## config.mk

```make
export PLATFORM = sky130hd
export DESIGN_NAME = dns_response_record_parser_unit
export DESIGN_NICKNAME = d
export VERILOG_FILES = /design/src/sv/dnsrp_pkg.sv /design/src/sv/dns_response_record_parser_unit.sv /design/src/sv/dnsrp_parse.sv /design/src/sv/dnsrp_out_fifo.sv
export SDC_FILE = /design/constraint.sdc
export NUM_CORES = 2
export LEC_CHECK = 0
export ABC_AREA = 0
export BUFFER_PORTS_ARGS = -buffer_cell sky130_fd_sc_hd__buf_2
export CORE_MARGIN = 4
export CORE_UTILIZATION = 58
export CTS_BUF_LIST = sky130_fd_sc_hd__clkbuf_4 sky130_fd_sc_hd__clkbuf_8
export DETAILED_ROUTE_END_ITERATION = 8
export PLACE_DENSITY_LB_ADDON = 0.2
export SYNTH_ARGS = -nofsm -noshare
export SYNTH_HDL_FRONTEND = slang
export SYNTH_SLANG_ARGS = --single-unit
```

## constraint.sdc

```tcl
create_clock -name clk_i -period 5.5 [get_ports clk_i]
set_input_delay 0.275 -clock clk_i [delete_from_list [all_inputs] [get_ports clk_i]]
set_output_delay 0.275 -clock clk_i [all_outputs]
set_load 0.005 [all_outputs]
```

## src/sv/dnsrp_pkg.sv

```systemverilog
package dnsrp_pkg;

  // Input request: one byte of the message
  typedef struct packed {
    logic [7:0] data_byte;
    logic       last_byte;
  } in_t;

  // Result request: address record or message summary
  typedef struct packed {
    logic [1:0]  kind;
    logic [15:0] message_id;
    logic [3:0]  response_code;
    logic [63:0] address_high;
    logic [63:0] address_low;
    logic [31:0] time_to_live;
    logic [1:0]  status;
    logic [15:0] address_count;
    logic        end_of_run;
  } out_t;

  // Results produced by one byte, oldest first
  typedef struct packed {
    logic [1:0] count;
    out_t       res0;
    out_t       res1;
  } emit_t;

  // Result kinds
  localparam logic [1:0] KindIpv4    = 2'd0;
  localparam logic [1:0] KindIpv6    = 2'd1;
  localparam logic [1:0] KindSummary = 2'd2;

  // Summary status codes
  localparam logic [1:0] StatusOk        = 2'd0;
  localparam logic [1:0] StatusTruncated = 2'd1;
  localparam logic [1:0] StatusBad       = 2'd2;
  localparam logic [1:0] StatusRcode     = 2'd3;

  // Record types and name pointer limit
  localparam logic [15:0] RecTypeA    = 16'd1;
  localparam logic [15:0] RecTypeAaaa = 16'd28;
  localparam logic [7:0]  LabelMax    = 8'd63;

  // Output queue
  localparam int unsigned FifoDepth = 4;
  localparam int unsigned FifoPtrW  = $clog2(FifoDepth);
  localparam int unsigned FifoCntW  = $clog2(FifoDepth + 1);

endpackage

```

## src/sv/dns_response_record_parser_unit.sv

```systemverilog
// DNS response parser: takes one message byte per cycle and walks header,
// questions and answer records, emitting an address result for each A or
// AAAA answer and a summary (status, largest TTL, address count) on the byte
// flagged last. Each byte is parsed in the cycle it is accepted, so the input
// runs at one byte per clock; its results are written into a four-entry output
// queue. A byte can cause two results (an address plus the summary); these
// drain from the queue one per cycle while the output is ready, and the input
// stalls only when fewer than two queue slots are free.
module dns_response_record_parser_unit (
  input  logic            clk_i,
  input  logic            rst_ni,
  input  logic            in_valid_i,
  output logic            in_ready_o,
  input  dnsrp_pkg::in_t  in_data_i,
  output logic            out_valid_o,
  input  logic            out_ready_i,
  output dnsrp_pkg::out_t out_data_o
);

  logic             in_fire;
  dnsrp_pkg::emit_t emit;

  assign in_fire = in_valid_i && in_ready_o;

  // Parse each accepted byte
  dnsrp_parse u_parse (
    .clk_i  (clk_i),
    .rst_ni (rst_ni),
    .fire_i (in_fire),
    .req_i  (in_data_i),
    .emit_o (emit)
  );

  // Queue results toward the output
  dnsrp_out_fifo u_out_fifo (
    .clk_i       (clk_i),
    .rst_ni      (rst_ni),
    .emit_i      (emit),
    .room_o      (in_ready_o),
    .out_valid_o (out_valid_o),
    .out_ready_i (out_ready_i),
    .out_data_o  (out_data_o)
  );

endmodule

```

## src/sv/dnsrp_parse.sv

```systemverilog
module dnsrp_parse (
  input  logic           clk_i,
  input  logic           rst_ni,
  input  logic           fire_i,
  input  dnsrp_pkg::in_t req_i,
  output dnsrp_pkg::emit_t emit_o
);

  localparam logic [3:0] PhHeader = 4'd0;
  localparam logic [3:0] PhQname  = 4'd1;
  localparam logic [3:0] PhQptr   = 4'd2;
  localparam logic [3:0] PhQfixed = 4'd3;
  localparam logic [3:0] PhAname  = 4'd4;
  localparam logic [3:0] PhAptr   = 4'd5;
  localparam logic [3:0] PhAfixed = 4'd6;
  localparam logic [3:0] PhRdata  = 4'd7;
  localparam logic [3:0] PhDone   = 4'd8;
  localparam logic [3:0] PhBad    = 4'd9;
  localparam logic [3:0] PhRcode  = 4'd10;

  logic [3:0]  phase_q, phase_d;
  logic [3:0]  fbi_q, fbi_d;
  logic [15:0] id_q, id_d;
  logic [15:0] flags_q, flags_d;
  logic [15:0] qleft_q, qleft_d;
  logic [15:0] aleft_q, aleft_d;
  logic [5:0]  label_q, label_d;
  logic [15:0] rtype_q, rtype_d;
  logic [31:0] rttl_q, rttl_d;
  logic [31:0] maxttl_q, maxttl_d;
  logic [15:0] rdleft_q, rdleft_d;
  logic [63:0] acc_hi_q, acc_hi_d;
  logic [63:0] acc_lo_q, acc_lo_d;
  logic [4:0]  abi_q, abi_d;
  logic [15:0] naddr_q, naddr_d;

  logic [7:0]  b;
  logic        fin;
  logic        is_a, is_aaaa;
  logic [1:0]  sum_status;
  dnsrp_pkg::out_t rec_res, sum_res;

  assign b       = req_i.data_byte;
  assign is_a    = (rtype_q == dnsrp_pkg::RecTypeA);
  assign is_aaaa = (rtype_q == dnsrp_pkg::RecTypeAaaa);

  // Next parse state and results for one byte
  always_comb begin
    phase_d  = phase_q;
    fbi_d    = fbi_q;
    id_d     = id_q;
    flags_d  = flags_q;
    qleft_d  = qleft_q;
    aleft_d  = aleft_q;
    label_d  = label_q;
    rtype_d  = rtype_q;
    rttl_d   = rttl_q;
    maxttl_d = maxttl_q;
    rdleft_d = rdleft_q;
    acc_hi_d = acc_hi_q;
    acc_lo_d = acc_lo_q;
    abi_d    = abi_q;
    naddr_d  = naddr_q;
    fin      = 1'b0;
    rec_res  = '0;
    sum_res  = '0;
    sum_status = dnsrp_pkg::StatusTruncated;
    emit_o   = '0;

    if (fire_i) begin
      case (phase_q)
        PhHeader: begin
          if (fbi_q inside {[4'd0:4'd1]}) id_d = {id_q[7:0], b};
          else if (fbi_q inside {[4'd2:4'd3]}) flags_d = {flags_q[7:0], b};
          else if (fbi_q inside {[4'd4:4'd5]}) qleft_d = {qleft_q[7:0], b};
          else if (fbi_q inside {[4'd6:4'd7]}) aleft_d = {aleft_q[7:0], b};
          if (fbi_q >= 4'd11) begin
            fbi_d   = '0;
            label_d = '0;
            if (!flags_q[15] || qleft_q == 16'd0) phase_d = PhBad;
            else if (flags_q[3:0] != 4'd0) phase_d = PhRcode;
            else phase_d = PhQname;
          end else begin
            fbi_d = fbi_q + 4'd1;
          end
        end
        PhQname, PhAname: begin
          if (label_q != 6'd0) begin
            label_d = label_q - 6'd1;
          end else if (b == 8'd0) begin
            phase_d = (phase_q == PhQname) ? PhQfixed : PhAfixed;
            fbi_d   = '0;
          end else if (b > dnsrp_pkg::LabelMax) begin
            phase_d = (phase_q == PhQname) ? PhQptr : PhAptr;
          end else begin
            label_d = b[5:0];
          end
        end
        PhQptr, PhAptr: begin
          phase_d = (phase_q == PhQptr) ? PhQfixed : PhAfixed;
          fbi_d   = '0;
        end
        PhQfixed: begin
          if (fbi_q >= 4'd3) begin
            qleft_d = qleft_q - 16'd1;
            label_d = '0;
            if (qleft_d != 16'd0) phase_d = PhQname;
            else phase_d = (aleft_q == 16'd0) ? PhDone : PhAname;
          end else begin
            fbi_d = fbi_q + 4'd1;
          end
        end
        PhAfixed: begin
          if (fbi_q inside {[4'd0:4'd1]}) rtype_d = {rtype_q[7:0], b};
          else if (fbi_q inside {[4'd4:4'd7]}) rttl_d = {rttl_q[23:0], b};
          else if (fbi_q >= 4'd8) rdleft_d = {rdleft_q[7:0], b};
          if (fbi_q >= 4'd9) begin
            if (rttl_q > maxttl_q) maxttl_d = rttl_q;
            acc_hi_d = '0;
            acc_lo_d = '0;
            abi_d    = '0;
            fbi_d    = '0;
            if (rdleft_d == 16'd0) fin = 1'b1;
            else phase_d = PhRdata;
          end else begin
            fbi_d = fbi_q + 4'd1;
          end
        end
        PhRdata: begin
          // Place the byte into its address lane
          if (is_a && abi_q < 5'd4)
            acc_lo_d[{1'b0, ~abi_q[1:0], 3'b000} +: 8] = acc_lo_q[{1'b0, ~abi_q[1:0], 3'b000} +: 8] | b;
          else if (is_aaaa && abi_q < 5'd8)
            acc_hi_d[{~abi_q[2:0], 3'b000} +: 8] = acc_hi_q[{~abi_q[2:0], 3'b000} +: 8] | b;
          else if (is_aaaa && abi_q < 5'd16)
            acc_lo_d[{~abi_q[2:0], 3'b000} +: 8] = acc_lo_q[{~abi_q[2:0], 3'b000} +: 8] | b;
          if (abi_q < 5'd16) abi_d = abi_q + 5'd1;
          rdleft_d = rdleft_q - 16'd1;
          if (rdleft_d == 16'd0) fin = 1'b1;
        end
        default: begin
        end
      endcase

      // Close the answer record, emit an address for A and AAAA
      if (fin) begin
        if (is_a || is_aaaa) begin
          naddr_d                = naddr_q + 16'd1;
          rec_res.kind           = is_a ? dnsrp_pkg::KindIpv4 : dnsrp_pkg::KindIpv6;
          rec_res.message_id     = id_q;
          rec_res.response_code  = flags_q[3:0];
          rec_res.address_high   = is_aaaa ? acc_hi_d : 64'd0;
          rec_res.address_low    = acc_lo_d;
          rec_res.time_to_live   = rttl_q;
          rec_res.status         = dnsrp_pkg::StatusOk;
          rec_res.address_count  = naddr_d;
          rec_res.end_of_run     = 1'b1;
          emit_o.count           = 2'd1;
          emit_o.res0            = rec_res;
        end
        aleft_d = aleft_q - 16'd1;
        phase_d = (aleft_d == 16'd0) ? PhDone : PhAname;
        label_d = '0;
      end

      // Summarize on the last byte and return to reset state
      if (req_i.last_byte) begin
        case (phase_d)
          PhDone:  sum_status = dnsrp_pkg::StatusOk;
          PhBad:   sum_status = dnsrp_pkg::StatusBad;
          PhRcode: sum_status = dnsrp_pkg::StatusRcode;
          default: sum_status = dnsrp_pkg::StatusTruncated;
        endcase
        sum_res.kind          = dnsrp_pkg::KindSummary;
        sum_res.message_id    = id_d;
        sum_res.response_code = flags_d[3:0];
        sum_res.time_to_live  = maxttl_d;
        sum_res.status        = sum_status;
        sum_res.address_count = naddr_d;
        sum_res.end_of_run    = 1'b1;
        if (emit_o.count != 2'd0) begin
          emit_o.res0.end_of_run = 1'b0;
          emit_o.res1  = sum_res;
          emit_o.count = 2'd2;
        end else begin
          emit_o.res0  = sum_res;
          emit_o.count = 2'd1;
        end
        phase_d  = PhHeader;
        fbi_d    = '0;
        id_d     = '0;
        flags_d  = '0;
        qleft_d  = '0;
        aleft_d  = '0;
        label_d  = '0;
        rtype_d  = '0;
        rttl_d   = '0;
        maxttl_d = '0;
        rdleft_d = '0;
        acc_hi_d = '0;
        acc_lo_d = '0;
        abi_d    = '0;
        naddr_d  = '0;
      end
    end
  end

  // Parse state registers
  always_ff @(posedge clk_i or negedge rst_ni) begin
    if (!rst_ni) begin
      phase_q  <= PhHeader;
      fbi_q    <= '0;
      id_q     <= '0;
      flags_q  <= '0;
      qleft_q  <= '0;
      aleft_q  <= '0;
      label_q  <= '0;
      rtype_q  <= '0;
      rttl_q   <= '0;
      maxttl_q <= '0;
      rdleft_q <= '0;
      acc_hi_q <= '0;
      acc_lo_q <= '0;
      abi_q    <= '0;
      naddr_q  <= '0;
    end else begin
      phase_q  <= phase_d;
      fbi_q    <= fbi_d;
      id_q     <= id_d;
      flags_q  <= flags_d;
      qleft_q  <= qleft_d;
      aleft_q  <= aleft_d;
      label_q  <= label_d;
      rtype_q  <= rtype_d;
      rttl_q   <= rttl_d;
      maxttl_q <= maxttl_d;
      rdleft_q <= rdleft_d;
      acc_hi_q <= acc_hi_d;
      acc_lo_q <= acc_lo_d;
      abi_q    <= abi_d;
      naddr_q  <= naddr_d;
    end
  end

endmodule

```

## src/sv/dnsrp_out_fifo.sv

```systemverilog
module dnsrp_out_fifo (
  input  logic             clk_i,
  input  logic             rst_ni,
  input  dnsrp_pkg::emit_t emit_i,
  output logic             room_o,
  output logic             out_valid_o,
  input  logic             out_ready_i,
  output dnsrp_pkg::out_t  out_data_o
);

  dnsrp_pkg::out_t mem_q [dnsrp_pkg::FifoDepth];

  logic [dnsrp_pkg::FifoPtrW-1:0] wr_ptr_q, wr_ptr_d;
  logic [dnsrp_pkg::FifoPtrW-1:0] rd_ptr_q, rd_ptr_d;
  logic [dnsrp_pkg::FifoCntW-1:0] cnt_q, cnt_d;
  logic [dnsrp_pkg::FifoPtrW-1:0] wr_ptr_nx;
  logic                           pop;

  assign pop         = out_valid_o && out_ready_i;
  assign out_valid_o = (cnt_q != '0);
  assign out_data_o  = mem_q[rd_ptr_q];
  assign wr_ptr_nx   = wr_ptr_q + dnsrp_pkg::FifoPtrW'(1);

  // Accept a byte only while two result slots are free
  assign room_o = (cnt_q <= dnsrp_pkg::FifoCntW'(dnsrp_pkg::FifoDepth - 2));

  // Advance pointers and count
  always_comb begin
    wr_ptr_d = wr_ptr_q + dnsrp_pkg::FifoPtrW'(emit_i.count);
    rd_ptr_d = pop ? rd_ptr_q + dnsrp_pkg::FifoPtrW'(1) : rd_ptr_q;
    cnt_d    = cnt_q + dnsrp_pkg::FifoCntW'(emit_i.count)
               - dnsrp_pkg::FifoCntW'(pop);
  end

  always_ff @(posedge clk_i or negedge rst_ni) begin
    if (!rst_ni) begin
      wr_ptr_q <= '0;
      rd_ptr_q <= '0;
      cnt_q    <= '0;
    end else begin
      wr_ptr_q <= wr_ptr_d;
      rd_ptr_q <= rd_ptr_d;
      cnt_q    <= cnt_d;
    end
  end

  // Store results in order
  always_ff @(posedge clk_i) begin
    if (emit_i.count != 2'd0) mem_q[wr_ptr_q] <= emit_i.res0;
    if (emit_i.count == 2'd2) mem_q[wr_ptr_nx] <= emit_i.res1;
  end

endmodule

```

### Word-level counts from Yosys, hierarchy flattened

Memories as Yosys holds them, arrays and structs flattened.
Index checks and enable logic that the tools add are counted.

* flip-flop bits (word level): 330
* RAM bits: 804
* logic and storage cells: 257
* memories: 1

* add/sub/neg operators: 14
* order comparisons: 18
* equal/unequal tests: 30
* shift operators: 8
* muxes and demuxes: 114
* bitwise gates (word level): 5
* reductions and logical operators: 48

Memories
* u_out_fifo.mem_q: words 4, bits a word 201, read ports 1, clocked after memory_dff 0, write ports 2, RTL line dnsrp_out_fifo.sv:11 `dnsrp_pkg::out_t mem_q [dnsrp_pkg::FifoDepth];`

Operators with widths (number)
* $mux 404: 2
* $mux 64: 10
* $mux 16: 31
* $mux 203: 2
* $mux 32: 8
* $pmux 64 s2: 2
* $mux 202: 1
* $mux 201: 1
* $mux 200: 1
* $bwmux 64: 3
* $shiftx 8x8->64: 3
* $shift 8x8->64 const A: 2
* $shiftx 64x7->8: 2
* $mux 4: 21
* $logic_not 16->1: 5
* $pmux 16 s2: 2
* $shiftx 64x6->8: 1
* $sub 16x1->16 const B: 3
* $mux 6: 7
* $pmux 4 s5: 2
* $gt 32x32->1: 1
* $or 8x8->8: 3
* $ne 3x3->1 const B: 7
* $pmux 6 s3: 1
* 59 further kinds: 116

### Longest topological paths before layout

* depth after elaboration: 21
* mapped depth: 21

### Modules after synthesis

From an unflattened synthesis, not the netlist that was laid out.

* cells, all modules: 4964
* area total of the unflattened synthesis: 64047.7 µm²

By module, submodules not included
* dnsrp_out_fifo: times used 1, cells each 1984, area an instance 39942.1 µm², seq. area each 24318.3 µm²
* dnsrp_parse: times used 1, cells each 2979, area an instance 24099.4 µm², seq. area each 7832.5 µm²
* dns_response_record_parser_unit: times used 1, cells each 1, area an instance 6.3 µm², seq. area each 0.0 µm²

### Least setup slack after synthesis

Ideal clock, no wire load.

* kind: reg-to-reg
* from: register u_parse.rdleft_q[0]
* to: memory u_out_fifo.mem_q[0][0] (netlist bit), enable pin
* setup time: 0.426 ns
* arrival: 5.361 ns
* required time: 5.074 ns
* slack: -0.287 ns
* cell stages (with the launch flop): 19
* buffers on the path: 6
* period minus slack after synthesis: 5.787 ns
* cells stage by stage: dfrtp_1 buf_2 inv_1 ha_1 clkbuf_1 nand4_1 xor2_1 a41o_1 buf_4 nand2_1 buf_2 ha_1 inv_1 o21ai_1 nor3_1 nor2_1 clkbuf_1 clkbuf_1 inv_1

RTL lines
* start, declared: RTL line dnsrp_parse.sv:31 `logic [15:0] rdleft_q, rdleft_d;`
* start signal, assigned: RTL line dnsrp_parse.sv:237 `rdleft_q <= rdleft_d;`
* end, declared: RTL line dnsrp_out_fifo.sv:11

==> metrics.yaml <==
power:
  p_sw_share_pct: 33.6
  p_per_area_mw_per_mm2: 388
  irDropWorstVdd_v: 0.000336
  seq_power_share_pct: 42.1
  p_int_w: 0.0154
  power_frac_comb_pct: 24.6
  clockPowerShare_pct: 33.2
  leakage_nw: 22.8
  p_sw_w: 0.00780
worst_setup_path:
  crit_path_cell_trace: "inv_1, ha_1, xor2_1, nor4b_1, nand4_1, nor2_1, a41o_1, nand2_1, ha_1, inv_1, o21ai_1, nor2_4, a21oi_1, or3_1, o21ai_2, a32o_1"
  regToRegSetupSlack_ns: 0.27
  worst_path_dominant_cell_family: "simple AND/OR/NAND/NOR gates"
  arrival_ns: 5.82
  worstRegToRegCells: 16
  crit_slowest_cell: "o21ai_1"
  cp_data_required_time_ns: 6.10
  critPathLaunchType: "flip-flop"
  r2r_start: "u_parse.rdleft_q[0]"
  slowest_delay_ns: 0.57
  crit_type: "reg2reg"
  worst-path-max-fanout: 15
  r2r-end: "u_out_fifo.mem_q[2][185]"
  worst_setup_path_end_kind: "flip-flop"
  path_buf_inv: 2
routing:
  wl_um: 168000
  post-route-drc-count: 0
  num_vias: 45400
  dr.pass1.iters: 6
  antenna_left: 0
  wl_per_cell_um: 25.0
  drtIter0Drc: 5540
  vias_per_cell: 6.73
final_layout:
  nets: 5407
  syn_to_final_growth_pct: 11.6
  final_cell_area_mm2: 0.0599
  drive_above_1_share_pct: 18.1
  final_core_util_pct: 65.2
  num-fill-cells: 7316
global_route:
  grt.overflow.total: 0
  grt_pass1_wl_um: 259000
  antenna_found_initial: 7
  grt_pass1_vias: 43900
  grt_use_total_pct: 33.8
  grt_start_max_net_pins: 130
synthesis:
  synth_top_family_by_area: "compound AO/OA/AOI/OAI gates"
  synth_mux_area_share_pct: 10.4
  synth_area_mm2: 0.0537
  ys_types: 97
  async_flop_share_pct: 28.5
  synth_warnings: 0
  synth-compound-area-share_pct: 21.6
  synth.area.top_cells: "dfxtp_1 19%, edfxtp_1 16%, dfrtp_1 15%"
  synth-xor-area-share_pct: 0.473
  yosysTopAreaCell: "dfxtp_1"
  synth_area_per_cell_um2: 10.2
  synthAdderAreaFrac_pct: 1.39
  synth_edf_count: 288
  syn_inst: 5247
  ys_ff_latch: 1124
  ys_seq_area_share_pct: 50.3
  ys.flop_type: "dfxtp_1"
  yosysTopAreaCellShare_pct: 19.2
  synth_nets: 5319
  synth-simple-area-share_pct: 12.0
status:
  status: "complete, no violations"
sta:
  relSlewSlack_pct: 5.86
  clock_skew_ns: 0.0440
  finalCritPeriodShare_pct: 95.1
  setup_viol: 0
  rsz0062_at_grt: "no"
  fin_setup_tns_ns: 0
  finalHoldViolations: 0
  worst_slew_pin_slew_ns: 1.41
  period_needed_ns: 5.23
  max_freq_mhz: 191
  slew_viol_final: 0
floorplan:
  die_h_um: 312
  ios: 216
  coreArea_mm2: 0.0918
  initial_core_util_pct: 58.5
  die_width_um: 312
  rows: 111
  die-area_mm2: 0.0975
clock_network:
  cts_tree: "yes"
  path_clk_slew_ns: 0.07
  cts_buffer_depth: 3
  cts_setup_buffers: 0
  clock_sinks: 1124
  insertion_delay_ns: 0.87
  cts_root_buf: "clkbuf_8"
  htree_num_levels: 4
  ctsResizeCount: 0
  cts_buffers: 181
  ctsHoldBuffers: 4
worst_hold_path:
  min_path_type: "in2async"
placed_design:
  hpwl_um: 105000
  routabilityCongestion: 0.969
  io_buffers: 215
  place_area_mm2: 0.0559
job:
  drv_cap: 0
[worst max path at each step]
stage	startpoint	to	slack, ns	cells past startpoint
after global placement	u_parse.rdleft_q[0]	u_out_fifo.mem_q[2][198]	0.57	16
after floorplan	u_parse.rdleft_q[0]	u_out_fifo.mem_q[1][0]	0.01	20
after CTS	u_parse.rdleft_q[0]	u_out_fifo.mem_q[2][185]	0.43	16
final	u_parse.rdleft_q[0]	u_out_fifo.mem_q[2][185]	0.27	16
after global routing	u_parse.rdleft_q[0]	u_out_fifo.mem_q[2][193]	0.03	16
after detailed placement	u_parse.rdleft_q[0]	u_out_fifo.mem_q[2][193]	0.45	16
[synth_stat cells, types with 88 or more instances]
master    count
clkbuf_1    338
a21oi_1     219
a22o_1      289
nand2_1     779
edfxtp_1    288
mux4_2      233
dfxtp_1     516
o21ai_0     767
nor2_1      216
dfrtp_1     320
a22oi_1     107
inv_1        88
o22ai_1     160
[final cells by class]
type                       instances  area (um2)  area share (%)
sequential                      1124       27000            45.1
multi-input combinational       3596       24800            41.3
clock buffer                     300        3570            5.95
timing repair buffer             342        2300            3.84
tap                             1243        1560            2.60
clock inverter                    42         354           0.591
inverter                          90         353           0.589
antenna                            5        12.5          0.0209
[power by group through the flow]
| stage | registers [W] | logic [W] | clock network [W] |
|---|---|---|---|
| 3_3_place_gp | 0.00991 | 0.00557 | 0 |
| 2_1_floorplan | 0.00943 | 0.00423 | 0 |
| 5_1_grt | 0.00987 | 0.00615 | 0.00817 |
| 4_1_cts | 0.00976 | 0.00567 | 0.00777 |
| 6_report | 0.00978 | 0.00572 | 0.00772 |
| 3_5_place_dp | 0.00993 | 0.00565 | 0 |
[worst reg2reg max path: stages (launching register included)]
cell	delay (ns)
dfrtp_1	0.54
inv_1	0.14
ha_1	0.42
xor2_1	0.25
nor4b_1	0.26
nand4_1	0.22
nor2_1	0.21
a41o_1	0.23
nand2_1	0.18
ha_1	0.37
inv_1	0.07
o21ai_1	0.57
nor2_4	0.16
a21oi_1	0.20
or3_1	0.57
o21ai_2	0.29
a32o_1	0.28
[routing by layer]
| metal | global-route usage, % | share of wire, % | vias to the layer above |
|---|---|---|---|
| met2 | 52.9 | 46 | 2680 |
| met5 | 0 | 0.020 | - |
| met1 | 47.0 | 40 | 22400 |
| li1 | - | - | 19800 |
| met3 | 7.27 | 11 | 436 |
| met4 | 12.0 | 3.3 | 4 |
[cell usage in the layout (no fill, tap or decap), drive strengths merged, types with 13 or more instances in the layout]
cell type  instances
a22o             289
dfxtp            516
a32o              28
edfxtp           288
a21o              20
buf              338
mux2i             33
a211oi            17
nor2b             86
o21a              13
xor2              14
mux4             233
a21oi            219
a211o             19
a22oi            107
or2               15
or3               26
o31ai             21
nor2             216
inv               95
ha                58
nor4              32
o21ai            797
nor3              74
o22ai            161
nand3             62
clkinv            29
a31oi             26
nand2b            18
dfrtp            320
clkbuf           300
a2bb2oi           26
nand2            779
nand4             19
or4               16
and3              19
xnor2             15
[state kept, by name (all words and copies together), names as in the netlist]
| register | flops |
|---|---|
| u_out_fifo.cnt_q | 3 |
| u_out_fifo.mem_q | 804 |
| u_out_fifo.rd_ptr_q | 2 |
| u_out_fifo.wr_ptr_q | 2 |
| u_parse.abi_q | 5 |
| u_parse.acc_hi_q | 64 |
| u_parse.acc_lo_q | 64 |
| u_parse.aleft_q | 16 |
| u_parse.fbi_q | 4 |
| u_parse.flags_q | 6 |
| u_parse.id_q | 16 |
| u_parse.label_q | 6 |
| u_parse.maxttl_q | 32 |
| u_parse.naddr_q | 16 |
| u_parse.phase_q | 4 |
| u_parse.qleft_q | 16 |
| u_parse.rdleft_q | 16 |
| u_parse.rttl_q | 32 |
| u_parse.rtype_q | 16 |
[through the flow]
| stage | std cells | hold slack [ns] | power, W | setup WS (ns) |
|---|---|---|---|---|
| 2_1_floorplan | 5247 | -0.0206 | 0.0137 | 0.0118 |
| 3_3_place_gp | 6391 | 0.339 | 0.0155 | 0.566 |
| 3_5_place_dp | 6391 | 0.350 | 0.0156 | 0.450 |
| 4_1_cts | 6737 | 0.00358 | 0.0232 | 0.430 |
| 5_1_grt | 6738 | 0.0460 | 0.0242 | 0.0255 |
| 6_report | 6742 | 0.0335 | 0.0232 | 0.272 |
[kinds of logic (layout without fill, tap and decap cells)]
logic type | count (synthesis) | after routing
and+or+nand+nor | 1417 | 1417
DFF | 1124 | 1124
AOI/OAI and AO/OA | 1823 | 1823
buffers and inverters | 527 | 774
muxes | 268 | 268
xor gates and xnor gates | 29 | 29
other | 0 | 5
adders and majority gates | 59 | 59
No activity file was read; power rests on OpenSTA's default activity.
